===== src/design/cas_pkg.sv =====
// ----------------------------------------------------------------------------
// cas_pkg
// Types and constants shared by the cave smoothing block.
// ----------------------------------------------------------------------------
package cas_pkg;

  localparam logic OPEN_VAL = 1'b0;
  localparam logic WALL_VAL = 1'b1;

  localparam logic CMD_CELL  = 1'b0;
  localparam logic CMD_FLUSH = 1'b1;

  localparam int CFG_ADDR_W = 2;
  localparam int CFG_DATA_W = 16;

  localparam logic [CFG_ADDR_W-1:0] REG_GRID_WIDTH  = 2'd0;
  localparam logic [CFG_ADDR_W-1:0] REG_GRID_HEIGHT = 2'd1;
  localparam logic [CFG_ADDR_W-1:0] REG_BIRTH_LIMIT = 2'd2;
  localparam logic [CFG_ADDR_W-1:0] REG_DEATH_LIMIT = 2'd3;

  localparam logic [10:0] GRID_WIDTH_RST  = 11'd64;
  localparam logic [15:0] GRID_HEIGHT_RST = 16'd64;
  localparam logic [3:0]  BIRTH_LIMIT_RST = 4'd4;
  localparam logic [3:0]  DEATH_LIMIT_RST = 4'd4;

  localparam logic [8:0] WINDOW_WALLS = 9'h1FF;

  typedef struct packed {
    logic command;
    logic cell_in;
  } in_item_t;

  typedef struct packed {
    logic cell_out;
    logic frame_last;
  } out_item_t;

  // Control carried from the accept stage to the window stage.
  typedef struct packed {
    logic act;
    logic emit;
    logic drain;
    logic din;
    logic edge_left;
    logic edge_right;
    logic edge_top;
    logic edge_bottom;
    logic last;
  } stage_ctrl_t;

endpackage


===== src/design/cave_automaton_smoothing_top.sv =====
// ----------------------------------------------------------------------------
// cave_automaton_smoothing_top
// One generation of cave smoothing over a binary grid in raster order.
// ----------------------------------------------------------------------------
// Usage:
// Cells enter on the in_ channel (valid/ready) in raster order, wall 1 and
// open 0. After the last cell, flush items drain the frame; a flush before
// the frame's last cell is taken and dropped. Each cell's next value leaves
// on the out_ channel, frame_last marking the final cell of the grid. The
// result for a cell is caused by the item grid_width + 1 places later in the
// stream; out_valid rises once that item has left the window stage and its
// result is in the output queue. One item is accepted per cycle while
// in_ready is high: the line stores are read at accept and the upper one is
// written back in the next cycle, so the read-modify-write loop sets the
// rate. The user must write registers on the cfg_ port only while the block
// is idle; the block does not enforce this. Reset clears counters, sets the
// window to walls and loads default registers; the line stores are not
// cleared. When the receiver stalls, up to two results are held in a small
// output queue and in_ready falls until room comes back.
// ----------------------------------------------------------------------------
module cave_automaton_smoothing_top #(
  parameter int MAX_WIDTH = 1024
) (
  input  logic                          clk,
  input  logic                          rst_n,
  input  logic                          in_valid,
  output logic                          in_ready,
  input  cas_pkg::in_item_t             in_data,
  output logic                          out_valid,
  input  logic                          out_ready,
  output cas_pkg::out_item_t            out_data,
  input  logic                          cfg_we,
  input  logic [cas_pkg::CFG_ADDR_W-1:0] cfg_addr,
  input  logic [cas_pkg::CFG_DATA_W-1:0] cfg_wdata
);
  import cas_pkg::*;

  localparam int COL_W = $clog2(MAX_WIDTH);
  localparam int CNT_W = COL_W + 1;

  logic [10:0] grid_width_r;
  logic [15:0] grid_height_r;
  logic [3:0]  birth_limit_r;
  logic [3:0]  death_limit_r;

  logic [COL_W-1:0] in_col_r, in_col_nxt;
  logic [15:0]      in_row_r, in_row_nxt;
  logic [COL_W-1:0] out_col_r, out_col_nxt;
  logic [15:0]      out_row_r, out_row_nxt;

  stage_ctrl_t      s1_r, s1_nxt;
  logic [COL_W-1:0] s1_col_r;
  logic [8:0]       win_r, win_nxt;

  out_item_t  fifo_r [2];
  logic       wr_ptr_r, rd_ptr_r;
  logic [1:0] cnt_r;

  logic [31:0]      w_cl;
  logic [CNT_W-1:0] w_eff;
  logic [15:0]      h_eff;
  logic             accept, pop, push, drain, act;
  logic [2:0]       occ;
  logic             upper_rd, middle_rd, upper_we;
  logic [8:0]       win_upd;
  logic [3:0]       count;
  logic             centre, next_cell;
  out_item_t        result;

  always_comb begin
    if (grid_width_r < 11'd3) begin
      w_cl = 32'd3;
    end else if (32'(grid_width_r) > MAX_WIDTH) begin
      w_cl = 32'(MAX_WIDTH);
    end else begin
      w_cl = 32'(grid_width_r);
    end
    w_eff = w_cl[CNT_W-1:0];
    h_eff = (grid_height_r < 16'd3) ? 16'd3 : grid_height_r;
  end

  assign pop      = out_valid & out_ready;
  assign push     = s1_r.act & s1_r.emit;
  assign occ      = {1'b0, cnt_r} + {2'b0, push} - {2'b0, pop};
  assign in_ready = (occ <= 3'd1);
  assign accept   = in_valid & in_ready;
  assign drain    = (in_row_r >= h_eff);
  assign act      = drain | (in_data.command == CMD_CELL);

  cas_ram #(.WIDTH(1), .DEPTH(MAX_WIDTH)) u_upper (
    .clk   (clk),
    .we    (upper_we),
    .waddr (s1_col_r),
    .wdata (middle_rd),
    .raddr (in_col_r),
    .rdata (upper_rd)
  );

  cas_ram #(.WIDTH(1), .DEPTH(MAX_WIDTH)) u_middle (
    .clk   (clk),
    .we    (accept & act & ~drain),
    .waddr (in_col_r),
    .wdata (in_data.cell_in),
    .raddr (in_col_r),
    .rdata (middle_rd)
  );

  // Accept stage: positions, edge flags and frame bookkeeping.
  always_comb begin
    in_col_nxt  = in_col_r;
    in_row_nxt  = in_row_r;
    out_col_nxt = out_col_r;
    out_row_nxt = out_row_r;
    s1_nxt      = '0;

    s1_nxt.drain       = drain;
    s1_nxt.din         = in_data.cell_in;
    s1_nxt.emit        = drain || (in_row_r >= 16'd2) ||
                         ((in_row_r == 16'd1) && (in_col_r != '0));
    s1_nxt.edge_left   = (out_col_r == '0);
    s1_nxt.edge_right  = (({1'b0, out_col_r} + CNT_W'(1)) >= w_eff);
    s1_nxt.edge_top    = (out_row_r == '0);
    s1_nxt.edge_bottom = (({1'b0, out_row_r} + 17'd1) >= {1'b0, h_eff});
    s1_nxt.last        = s1_nxt.edge_right & s1_nxt.edge_bottom;

    if (accept && act) begin
      s1_nxt.act = 1'b1;
      if (drain) begin
        if (({1'b0, in_col_r} + CNT_W'(1)) < w_eff) begin
          in_col_nxt = in_col_r + COL_W'(1);
        end
      end else if (({1'b0, in_col_r} + CNT_W'(1)) >= w_eff) begin
        in_col_nxt = '0;
        in_row_nxt = in_row_r + 16'd1;
      end else begin
        in_col_nxt = in_col_r + COL_W'(1);
      end
      if (s1_nxt.emit) begin
        if (s1_nxt.last) begin
          in_col_nxt  = '0;
          in_row_nxt  = '0;
          out_col_nxt = '0;
          out_row_nxt = '0;
        end else if (s1_nxt.edge_right) begin
          out_col_nxt = '0;
          out_row_nxt = out_row_r + 16'd1;
        end else begin
          out_col_nxt = out_col_r + COL_W'(1);
        end
      end
    end
  end

  // Window stage: line store data arrive, upper store is written back.
  assign upper_we = s1_r.act & ~s1_r.drain;
  assign win_upd  = {(s1_r.drain | s1_r.din), middle_rd, upper_rd, win_r[8:3]};
  assign centre   = win_upd[4];

  always_comb begin
    int k;
    int r;
    logic forced;
    count = '0;
    for (k = 0; k < 3; k++) begin
      for (r = 0; r < 3; r++) begin
        forced = ((k == 0) && s1_r.edge_left) || ((k == 2) && s1_r.edge_right) ||
                 ((r == 0) && s1_r.edge_top) || ((r == 2) && s1_r.edge_bottom);
        if (!((k == 1) && (r == 1))) begin
          count = count + {3'b0, (forced | win_upd[k*3+r])};
        end
      end
    end
    next_cell = centre;
    if (centre == WALL_VAL) begin
      if (count < birth_limit_r) begin
        next_cell = OPEN_VAL;
      end
    end else if (count > death_limit_r) begin
      next_cell = WALL_VAL;
    end
    result.cell_out   = next_cell;
    result.frame_last = s1_r.last;
    win_nxt = win_r;
    if (s1_r.act) begin
      win_nxt = (s1_r.emit && s1_r.last) ? WINDOW_WALLS : win_upd;
    end
  end

  assign out_valid = (cnt_r != 2'd0);
  assign out_data  = fifo_r[rd_ptr_r];

  always_ff @(posedge clk) begin
    if (!rst_n) begin
      grid_width_r  <= GRID_WIDTH_RST;
      grid_height_r <= GRID_HEIGHT_RST;
      birth_limit_r <= BIRTH_LIMIT_RST;
      death_limit_r <= DEATH_LIMIT_RST;
      in_col_r      <= '0;
      in_row_r      <= '0;
      out_col_r     <= '0;
      out_row_r     <= '0;
      s1_r          <= '0;
      win_r         <= WINDOW_WALLS;
      wr_ptr_r      <= 1'b0;
      rd_ptr_r      <= 1'b0;
      cnt_r         <= 2'd0;
    end else begin
      if (cfg_we) begin
        case (cfg_addr)
          REG_GRID_WIDTH:  grid_width_r  <= cfg_wdata[10:0];
          REG_GRID_HEIGHT: grid_height_r <= cfg_wdata[15:0];
          REG_BIRTH_LIMIT: birth_limit_r <= cfg_wdata[3:0];
          REG_DEATH_LIMIT: death_limit_r <= cfg_wdata[3:0];
          default: ;
        endcase
      end
      in_col_r  <= in_col_nxt;
      in_row_r  <= in_row_nxt;
      out_col_r <= out_col_nxt;
      out_row_r <= out_row_nxt;
      s1_r      <= s1_nxt;
      win_r     <= win_nxt;
      if (push) begin
        wr_ptr_r <= ~wr_ptr_r;
      end
      if (pop) begin
        rd_ptr_r <= ~rd_ptr_r;
      end
      cnt_r <= cnt_r + {1'b0, push} - {1'b0, pop};
    end
  end

  always_ff @(posedge clk) begin
    s1_col_r <= in_col_r;
    if (push) begin
      fifo_r[wr_ptr_r] <= result;
    end
  end

`ifndef SYNTH
  a_queue_bound: assert property (@(posedge clk) disable iff (!rst_n)
    cnt_r <= 2'd2)
    else $error("output queue over capacity");

  a_push_room: assert property (@(posedge clk) disable iff (!rst_n)
    push |-> (cnt_r < 2'd2) || pop)
    else $error("result pushed into a full queue");

  a_no_rmw_clash: assert property (@(posedge clk) disable iff (!rst_n)
    (upper_we && accept) |-> (in_col_r != s1_col_r))
    else $error("line store read collides with write-back");

  a_frame_clear: assert property (@(posedge clk) disable iff (!rst_n)
    (s1_r.act && s1_r.emit && s1_r.last) |=> (win_r == WINDOW_WALLS) &&
    (in_row_r == 16'd0) && (out_row_r == 16'd0))
    else $error("frame state not cleared after final cell");
`endif

endmodule


===== src/design/cas_ram.sv =====
// ----------------------------------------------------------------------------
// cas_ram
// Simple dual-port RAM with one write port and one registered read port.
// ----------------------------------------------------------------------------
module cas_ram #(
  parameter int WIDTH = 1,
  parameter int DEPTH = 1024
) (
  input  logic                     clk,
  input  logic                     we,
  input  logic [$clog2(DEPTH)-1:0] waddr,
  input  logic [WIDTH-1:0]         wdata,
  input  logic [$clog2(DEPTH)-1:0] raddr,
  output logic [WIDTH-1:0]         rdata
);

  logic [WIDTH-1:0] mem_r [DEPTH];

  always_ff @(posedge clk) begin
    if (we) begin
      mem_r[waddr] <= wdata;
    end
    rdata <= mem_r[raddr];
  end

endmodule

===== config.mk =====
export PLATFORM = sky130hd
export DESIGN_NAME = cave_automaton_smoothing_top
export DESIGN_NICKNAME = d
export VERILOG_FILES = /design/src/design/cas_pkg.sv /design/src/design/cave_automaton_smoothing_top.sv /design/src/design/cas_ram.sv
export SDC_FILE = /design/constraint.sdc
export NUM_CORES = 2
export LEC_CHECK = 0
export CORE_ASPECT_RATIO = 0.6
export CORE_MARGIN = 2
export CORE_UTILIZATION = 45
export CTS_BUF_LIST = sky130_fd_sc_hd__clkbuf_8
export DETAILED_ROUTE_END_ITERATION = 6
export DONT_BUFFER_PORTS = 1
export PLACE_DENSITY = 0.56
export SYNTH_ARGS = -nofsm -noshare
export SYNTH_HDL_FRONTEND = slang
export SYNTH_HIERARCHICAL = 1
export SYNTH_SLANG_ARGS = --single-unit

===== constraint.sdc =====
create_clock -name clk -period 23.1 [get_ports clk]
set_input_delay 1.155 -clock clk [delete_from_list [all_inputs] [get_ports clk]]
set_output_delay 1.155 -clock clk [all_outputs]
set_load 0.03 [all_outputs]

[Yosys cells after proc, flatten, opt, wreduce, memory -nomap -nowiden]
Memories as Yosys holds them, arrays and structs flattened. A register that Yosys moved wholly into a read port is not among the register bits.
Cells that the tools add are included.
Widths: inputs -> output; s select.
Word-level totals
  register bits: 119
  memory bits (writable): 2052
  input port bits: 25
  output and inout bits: 4
  word-level logic and storage cells: 131
  memories kept: 3
Operators by class
  $add $sub $neg: 18
  order comparisons: 12
  eq/ne operators: 4
  mux-type cells: 29
  bitwise operators: 22
  reduce and logical (&&, ||, !) cells: 21
Memory list
  u_middle.mem_r: depth 1024, bits a word 1, read ports 1, clocked after Yosys merged registers in 1, write ports 1, RTL line cas_ram.sv:17  | logic [WIDTH-1:0] mem_r [DEPTH];
  u_upper.mem_r: depth 1024, bits a word 1, read ports 1, clocked after Yosys merged registers in 1, write ports 1, RTL line cas_ram.sv:17
  fifo_r: depth 2, bits a word 2, read ports 1, clocked after Yosys merged registers in 1, write ports 1, RTL line cave_automaton_smoothing_top.sv:55  | out_item_t fifo_r [2];
Operator list (count)
  $mux 16: 7
  $mux 10: 7
  $add 16x1->16 const B: 2
  $add 10x1->11 const B: 2
  $ge 11x11->1: 2
  $mux 11: 2
  $add 10x1->10 const B: 2
  $add 16x1->17 const B: 1
  $ge 17x16->1: 1
  $add 4x1->4: 4
  $eq 16x1->1 const B: 1
  $ge 16x16->1: 1
  $ge 16x2->1 const B: 1
  $logic_not 16->1: 1
  $lt 16x2->1 const B: 1
  $mux 1: 12
  $gt 11x11->1 const B: 1
  $lt 11x11->1: 1
  $lt 11x2->1 const B: 1
  $logic_not 10->1: 1
  $or 1x1->1: 10
  $reduce_and 2->1: 5
  $reduce_bool 10->1: 1
  $mux 9: 1
  other kinds (18): 38

[Depth between registers and ports, before layout]
  word-level depth: 12
  gate-level depth with buffers: 17
  depth with buffers taken out: 15

[Hierarchy]
Netlist, hierarchy kept.
Modules (own cells, without submodules)
  cas_ram: times used 2, cells each 3112, area an instance 44656.6 µm², seq. area each 30769.5 µm²
  cave_automaton_smoothing_top: times used 1, cells each 825, area an instance 7086.8 µm², seq. area each 2462.4 µm²

[Worst setup path after synthesis]
Ideal clock, no wire load.
  path kind: reg2reg
  from: register u_middle.rdata (read register of u_middle.mem_r)
  to: memory fifo_r[0][1] (netlist bit), data pin
  setup time: 0.262 ns
  arrival time: 16.568 ns
  required time: 22.838 ns
  setup slack: 6.270 ns
  cell stages (with the launch flop): 14
  buffers on the path: 0
  period minus slack after synthesis: 16.830 ns
  path through: dfxtp_1 > or2_2 > fa_1 > fa_1 > ha_1 > fa_1 > ha_1 > nor2b_1 > o21ai_0 > nand2b_1 > a21oi_1 > a41oi_1 > nor2_1 > a21oi_1
On the way
  word-level cells in the longest chain between the ends: 6
  elaborated cells between the ends (all ways): 8
  classes of those cells: add/sub: 2; order compare: 2; mux: 3; bitwise: 1
RTL lines
  from (decl): RTL line cas_ram.sv:14  | output logic [WIDTH-1:0] rdata
  $or 1x1->1 *: RTL line cave_automaton_smoothing_top.sv:169  | count = count + {3'b0, (forced | win_upd[k*3+r])};
  $add 4x1->4 * (2 in series): RTL line cave_automaton_smoothing_top.sv:169
  $gt 4x4->1 / $lt 4x4->1 (equally long branches): RTL line cave_automaton_smoothing_top.sv:178, cave_automaton_smoothing_top.sv:175
  $mux 1 (on tied branches): RTL line cave_automaton_smoothing_top.sv:178, cave_automaton_smoothing_top.sv:175
  $mux 1 *: RTL line cave_automaton_smoothing_top.sv:174  | if (centre == WALL_VAL) begin
  via next_cell: RTL line cave_automaton_smoothing_top.sv:67  | logic centre, next_cell;
  to (decl): RTL line cave_automaton_smoothing_top.sv:55
Mark *: on every way through the listed nets, which the timed path passes. The rest lies on a longest branch.

[Final worst setup path]
  from: register cnt_r[1]
  to: memory u_middle.mem_r[103], enable pin
On the way
  word-level cells in the longest chain between the ends: 9
  elaborated cells between the ends (all ways): 10
  classes of those cells: add/sub: 2; order compare: 1; mux: 2; bitwise: 4; reduce/logical: 1
RTL lines
  from (decl): RTL line cave_automaton_smoothing_top.sv:57  | logic [1:0] cnt_r;
  from (signal assigned): RTL line cave_automaton_smoothing_top.sv:229  | cnt_r <= cnt_r + {1'b0, push} - {1'b0, pop};
  $reduce_bool 2->1: RTL line cave_automaton_smoothing_top.sv:189  | assign out_valid = (cnt_r != 2'd0);
  via out_valid: RTL line cave_automaton_smoothing_top.sv:29  | output logic out_valid,
  $and 1x1->1: RTL line cave_automaton_smoothing_top.sv:82  | assign pop = out_valid & out_ready;
  via pop: RTL line cave_automaton_smoothing_top.sv:62  | logic accept, pop, push, drain, act;
  $sub 3x1->3: RTL line cave_automaton_smoothing_top.sv:84  | assign occ = {1'b0, cnt_r} + {2'b0, push} - {2'b0, pop};
  $le 3x1->1: RTL line cave_automaton_smoothing_top.sv:85  | assign in_ready = (occ <= 3'd1);
  $and 1x1->1: RTL line cave_automaton_smoothing_top.sv:86  | assign accept = in_valid & in_ready;
  $and 1x1->1 (2 in series): RTL line cave_automaton_smoothing_top.sv:101  | .we (accept & act & ~drain),
  $mux 1: RTL line cas_ram.sv:20  | if (we) begin
  $mux 1 (implied by the code): RTL line cas_ram.sv:21  | mem_r[waddr] <= wdata;
  to (decl): RTL line cas_ram.sv:17
The timed path passes the listed nets, and every way through them passes these cells.

==> run_summary.xml <==
<?xml version="1.0" encoding="UTF-8"?>
<metrics>
  <group name="critical_path">
    <metric name="crit_path_end_kind" unit="">flip-flop</metric>
    <metric name="crit_buf_inv" unit="">4</metric>
    <metric name="cp_data_arrival_time" unit="ps">7040</metric>
    <metric name="crit_path_cell_chain" unit="">or2_2, and2_1, ha_1, inv_1, ha_1, fa_1, xor2_1, nand3_1, nor2_1, o211ai_1, inv_1, buf_4, nand4_1, buf_4, nor2_1</metric>
    <metric name="worst_path_dominant_cell_family" unit="">simple AND/OR/NAND/NOR gates</metric>
    <metric name="startpoint_type_of_the_worst_setup_path" unit="">flip-flop</metric>
    <metric name="critical_path.max_stage_delay" unit="ps">940</metric>
    <metric name="timing.rr.start" unit="">cnt_r[1]</metric>
    <metric name="worst_setup_path_startpoint" unit="">cnt_r[1]</metric>
    <metric name="crit_fanout" unit="">32</metric>
    <metric name="critPathKind" unit="">flip-flop to flip-flop</metric>
    <metric name="cpMaxStageDelayCell" unit="">nand4_1</metric>
    <metric name="timing.critical_path.required" unit="ps">23700</metric>
  </group>
  <group name="clocking">
    <metric name="clock_edge_transition_at_the_registers_on_the_reported_setup_and_hold_paths" unit="ps">70</metric>
    <metric name="cts.hold.buffers_added" unit="">0</metric>
    <metric name="cts_tree" unit="">done</metric>
    <metric name="cts_htree_levels" unit="">5</metric>
    <metric name="cts-resized-gates" unit="">0</metric>
    <metric name="cts_setup_buffers" unit="">0</metric>
    <metric name="largest_buffer_count_on_any_clock_path" unit="">4</metric>
    <metric name="cts_made_buffers" unit="">335</metric>
    <metric name="sink_count_of_the_clock_tree" unit="">2171</metric>
    <metric name="clkLatencyLatePin" unit="ps">970</metric>
    <metric name="clock-root-buffer" unit="">clkbuf_8</metric>
  </group>
  <group name="sta">
    <metric name="fin_crit" unit="ps">6440</metric>
    <metric name="report.final.slew_viol_count" unit="">2</metric>
    <metric name="setup_total_negative_slack" unit="ps">0</metric>
    <metric name="max_freq" unit="MHz">155</metric>
    <metric name="setup_viol" unit="">0</metric>
    <metric name="finalHoldViolations" unit="">0</metric>
    <metric name="maxSlewHeadroom" unit="">-0.0910</metric>
    <metric name="fin_skew" unit="ps">84.1</metric>
    <metric name="unrepaired_setup_endpoints_after_global_routing" unit="">no</metric>
    <metric name="worst_pin_slew" unit="ps">1620</metric>
    <metric name="timing.final.crit_share" unit="">0.279</metric>
  </group>
  <group name="finish">
    <metric name="multi_input_comb_area" unit="sq um">29500</metric>
    <metric name="regArea" unit="sq um">64000</metric>
    <metric name="fill_cells" unit="">18800</metric>
    <metric name="fin_nets" unit="">6999</metric>
    <metric name="layout-drive-gt1-share" unit="">0.152</metric>
    <metric name="area_growth" unit="%">8.45</metric>
    <metric name="design_area" unit="sq um">105000</metric>
  </group>
  <group name="synthesis">
    <metric name="synth.largest_area_cell" unit="">edfxtp_1</metric>
    <metric name="number_of_instances_in_the_synthesized_netlist" unit="">7049</metric>
    <metric name="syn_nets" unit="">7154</metric>
    <metric name="synth-seq-area-share" unit="">0.664</metric>
    <metric name="ys_dominant_reg_cell" unit="">edfxtp_1</metric>
    <metric name="post_synth_main_area_contributors" unit="">edfxtp_1, mux4_2, nor2_1</metric>
    <metric name="synth.cell_area" unit="sq um">96400</metric>
    <metric name="synth_top_area_frac" unit="">0.639</metric>
    <metric name="synth.lib_cells_used.distinct" unit="">82</metric>
    <metric name="synth_edf_count" unit="">2052</metric>
    <metric name="async_reset_ff_frac" unit="">0</metric>
    <metric name="ys_ff_latch" unit="">2171</metric>
    <metric name="synth-warning-count" unit="">6</metric>
    <metric name="post_synth.cell_area_avg" unit="sq um">13.7</metric>
  </group>
  <group name="drt">
    <metric name="postRouteWirelength" unit="um">289000</metric>
    <metric name="wire_per_inst" unit="um">28.8</metric>
    <metric name="antenna_violating_nets_left" unit="">0</metric>
    <metric name="drt-vias-per-instance" unit="">6.15</metric>
    <metric name="first_iter_violations" unit="">9287</metric>
    <metric name="num_vias" unit="">61500</metric>
    <metric name="first_pass_iters" unit="">7</metric>
    <metric name="remaining_drc_errors" unit="">12</metric>
  </group>
  <group name="outcome">
    <metric name="run_status" unit="">finished with violations</metric>
    <metric name="violations" unit="">design-rule violations, max-capacitance violations, max-slew violations</metric>
  </group>
  <group name="floorplan">
    <metric name="boundary_pin_count" unit="">29</metric>
    <metric name="die_h" unit="um">363</metric>
    <metric name="floorplan.initialDensity" unit="">0.453</metric>
    <metric name="site_rows" unit="">131</metric>
    <metric name="design.die.area" unit="sq um">218000</metric>
    <metric name="die_w" unit="um">602</metric>
    <metric name="area_of_the_core" unit="sq um">213000</metric>
  </group>
  <group name="global_routing">
    <metric name="grt_start_max_net_pins" unit="">1026</metric>
    <metric name="grt_pass1_wl" unit="um">412000</metric>
    <metric name="overflow" unit="">0</metric>
    <metric name="overall_track_demand_over_capacity_in_global_routing" unit="">0.260</metric>
    <metric name="vias_in_the_first_global_route" unit="">57700</metric>
    <metric name="antenna_violations_before_repair" unit="">21</metric>
  </group>
  <group name="placement">
    <metric name="portBuffers" unit="">0</metric>
    <metric name="dpl-instance-area" unit="sq um">98500</metric>
    <metric name="place.gp.congestion" unit="">0.855</metric>
    <metric name="place_hpwl" unit="um">166000</metric>
  </group>
  <group name="power">
    <metric name="power.static_leakage" unit="nW">30.6</metric>
    <metric name="ir_worst_vdd" unit="mV">0.0854</metric>
    <metric name="power_per_unit_of_standard_cell_area" unit="nW/um^2">90.2</metric>
  </group>
  <group name="worst_hold_path">
    <metric name="holdCritStartpoint" unit="">rst_n</metric>
    <metric name="holdCritPathClass" unit="">primary input to flip-flop</metric>
  </group>
  <group name="flow_run">
    <metric name="cap_violations" unit="">1</metric>
  </group>
</metrics>
==> where the power goes <==
| part | leakage, nW | switching [mW] | internal (mW) |
|---|---|---|---|
| registers | 19.3 | 0.0517 | 4.53 |
| logic | 7.81 | 1.10 | 0.736 |
| clock network | 3.50 | 1.54 | 1.48 |
==> cells in the final DEF, fill, tap and decap left out, types with 98 or more instances in the layout <==
master and count:
a21oi_1 121, buf_4 139, clkbuf_8 358, dfxtp_1 111, edfxtp_1 2052, inv_1 165, mux2i_1 265, mux4_2 400
nand2_1 238, nor2_1 2148, o221ai_1 98
==> layer usage <==
layer / track usage / wire, um / vias to the layer above
met5: 0 / 80 / -
met4: 0.0551 / 5390 / 12
met3: 0.0748 / 38300 / 418
met2: 0.346 / 115000 / 3412
met1: 0.417 / 130000 / 32000
li1: - / - / 25600
==> cell usage after synthesis, types with 43 or more instances <==
cell type,n
a21oi_1,121
buf_1,119
buf_2,43
clkbuf_1,395
dfxtp_1,119
edfxtp_1,2052
ha_1,75
inv_1,52
mux2i_1,265
mux4_2,400
nand2_1,259
nand3_1,114
nor2_1,2149
nor3_1,83
o21ai_0,48
o221ai_1,98
o22ai_1,56
==> through the flow <==
step	power [mW]	worst slack, ps	utilization	cells	hold WS, ps
finish	9.44	16660	0.491	10000	290
detailed placement	6.48	16490	0.463	9412	467
CTS	9.47	16820	0.491	9994	193
floorplan	6.26	6270	-	7049	426
global placement	6.46	16470	0.463	9412	461
global route	9.78	16430	0.491	9999	229
==> state kept, by name, indices dropped and copies added, names as in the netlist, named ones only <==
name            flops
out_col_r          10
grid_height_r      16
in_row_r           16
fifo_r              4
u_middle/rdata      1
s1_r                8
u_upper/mem_r    1024
wr_ptr_r            1
death_limit_r       4
s1_col_r           10
grid_width_r       11
result              1
in_col_r           10
u_upper/rdata       1
rd_ptr_r            1
cnt_r               2
u_middle/mem_r   1024
out_row_r          16
birth_limit_r       4
win_r               6
==> final timing paths <==
check | end | slack [ps] | depth (start not counted)
min reg2reg | grid_height_r[7] | 470 | 2
max | u_middle/mem_r[103] | 16660 | 15
max reg2reg | u_middle/mem_r[103] | 16660 | 15
min | win_r[5] | 290 | 1
==> cells by family (layout without fill, tap and decap cells) <==
family | Yosys count | count (layout) | synth area share
AND/OR/NAND/NOR | 2843 | 2843 | 0.121
multiplexers | 702 | 702 | 0.130
buffers and inverters | 698 | 788 | 0.0338
XOR/XNOR | 46 | 46 | 0.00418
other | 0 | 4 | 0
AO/OA/AOI/OAI | 509 | 509 | 0.0371
adder cells (fa/ha/maj) | 80 | 80 | 0.0108
flip-flops | 2171 | 2171 | 0.664
==> layout make-up <==
| cell class | instances | area share |
|---|---|---|
| Timing Repair Buffer | 148 | 0.0119 |
| Clock inverter | 224 | 0.0101 |
| Inverter | 58 | 0.00208 |
| Clock buffer | 358 | 0.0471 |
| Tap cell | 2859 | 0.0342 |
| Antenna cell | 4 | 0.0000957 |
| Multi-Input combinational cell | 4180 | 0.282 |
| Sequential cell | 2171 | 0.612 |
Power figures use the tool's default switching activity.
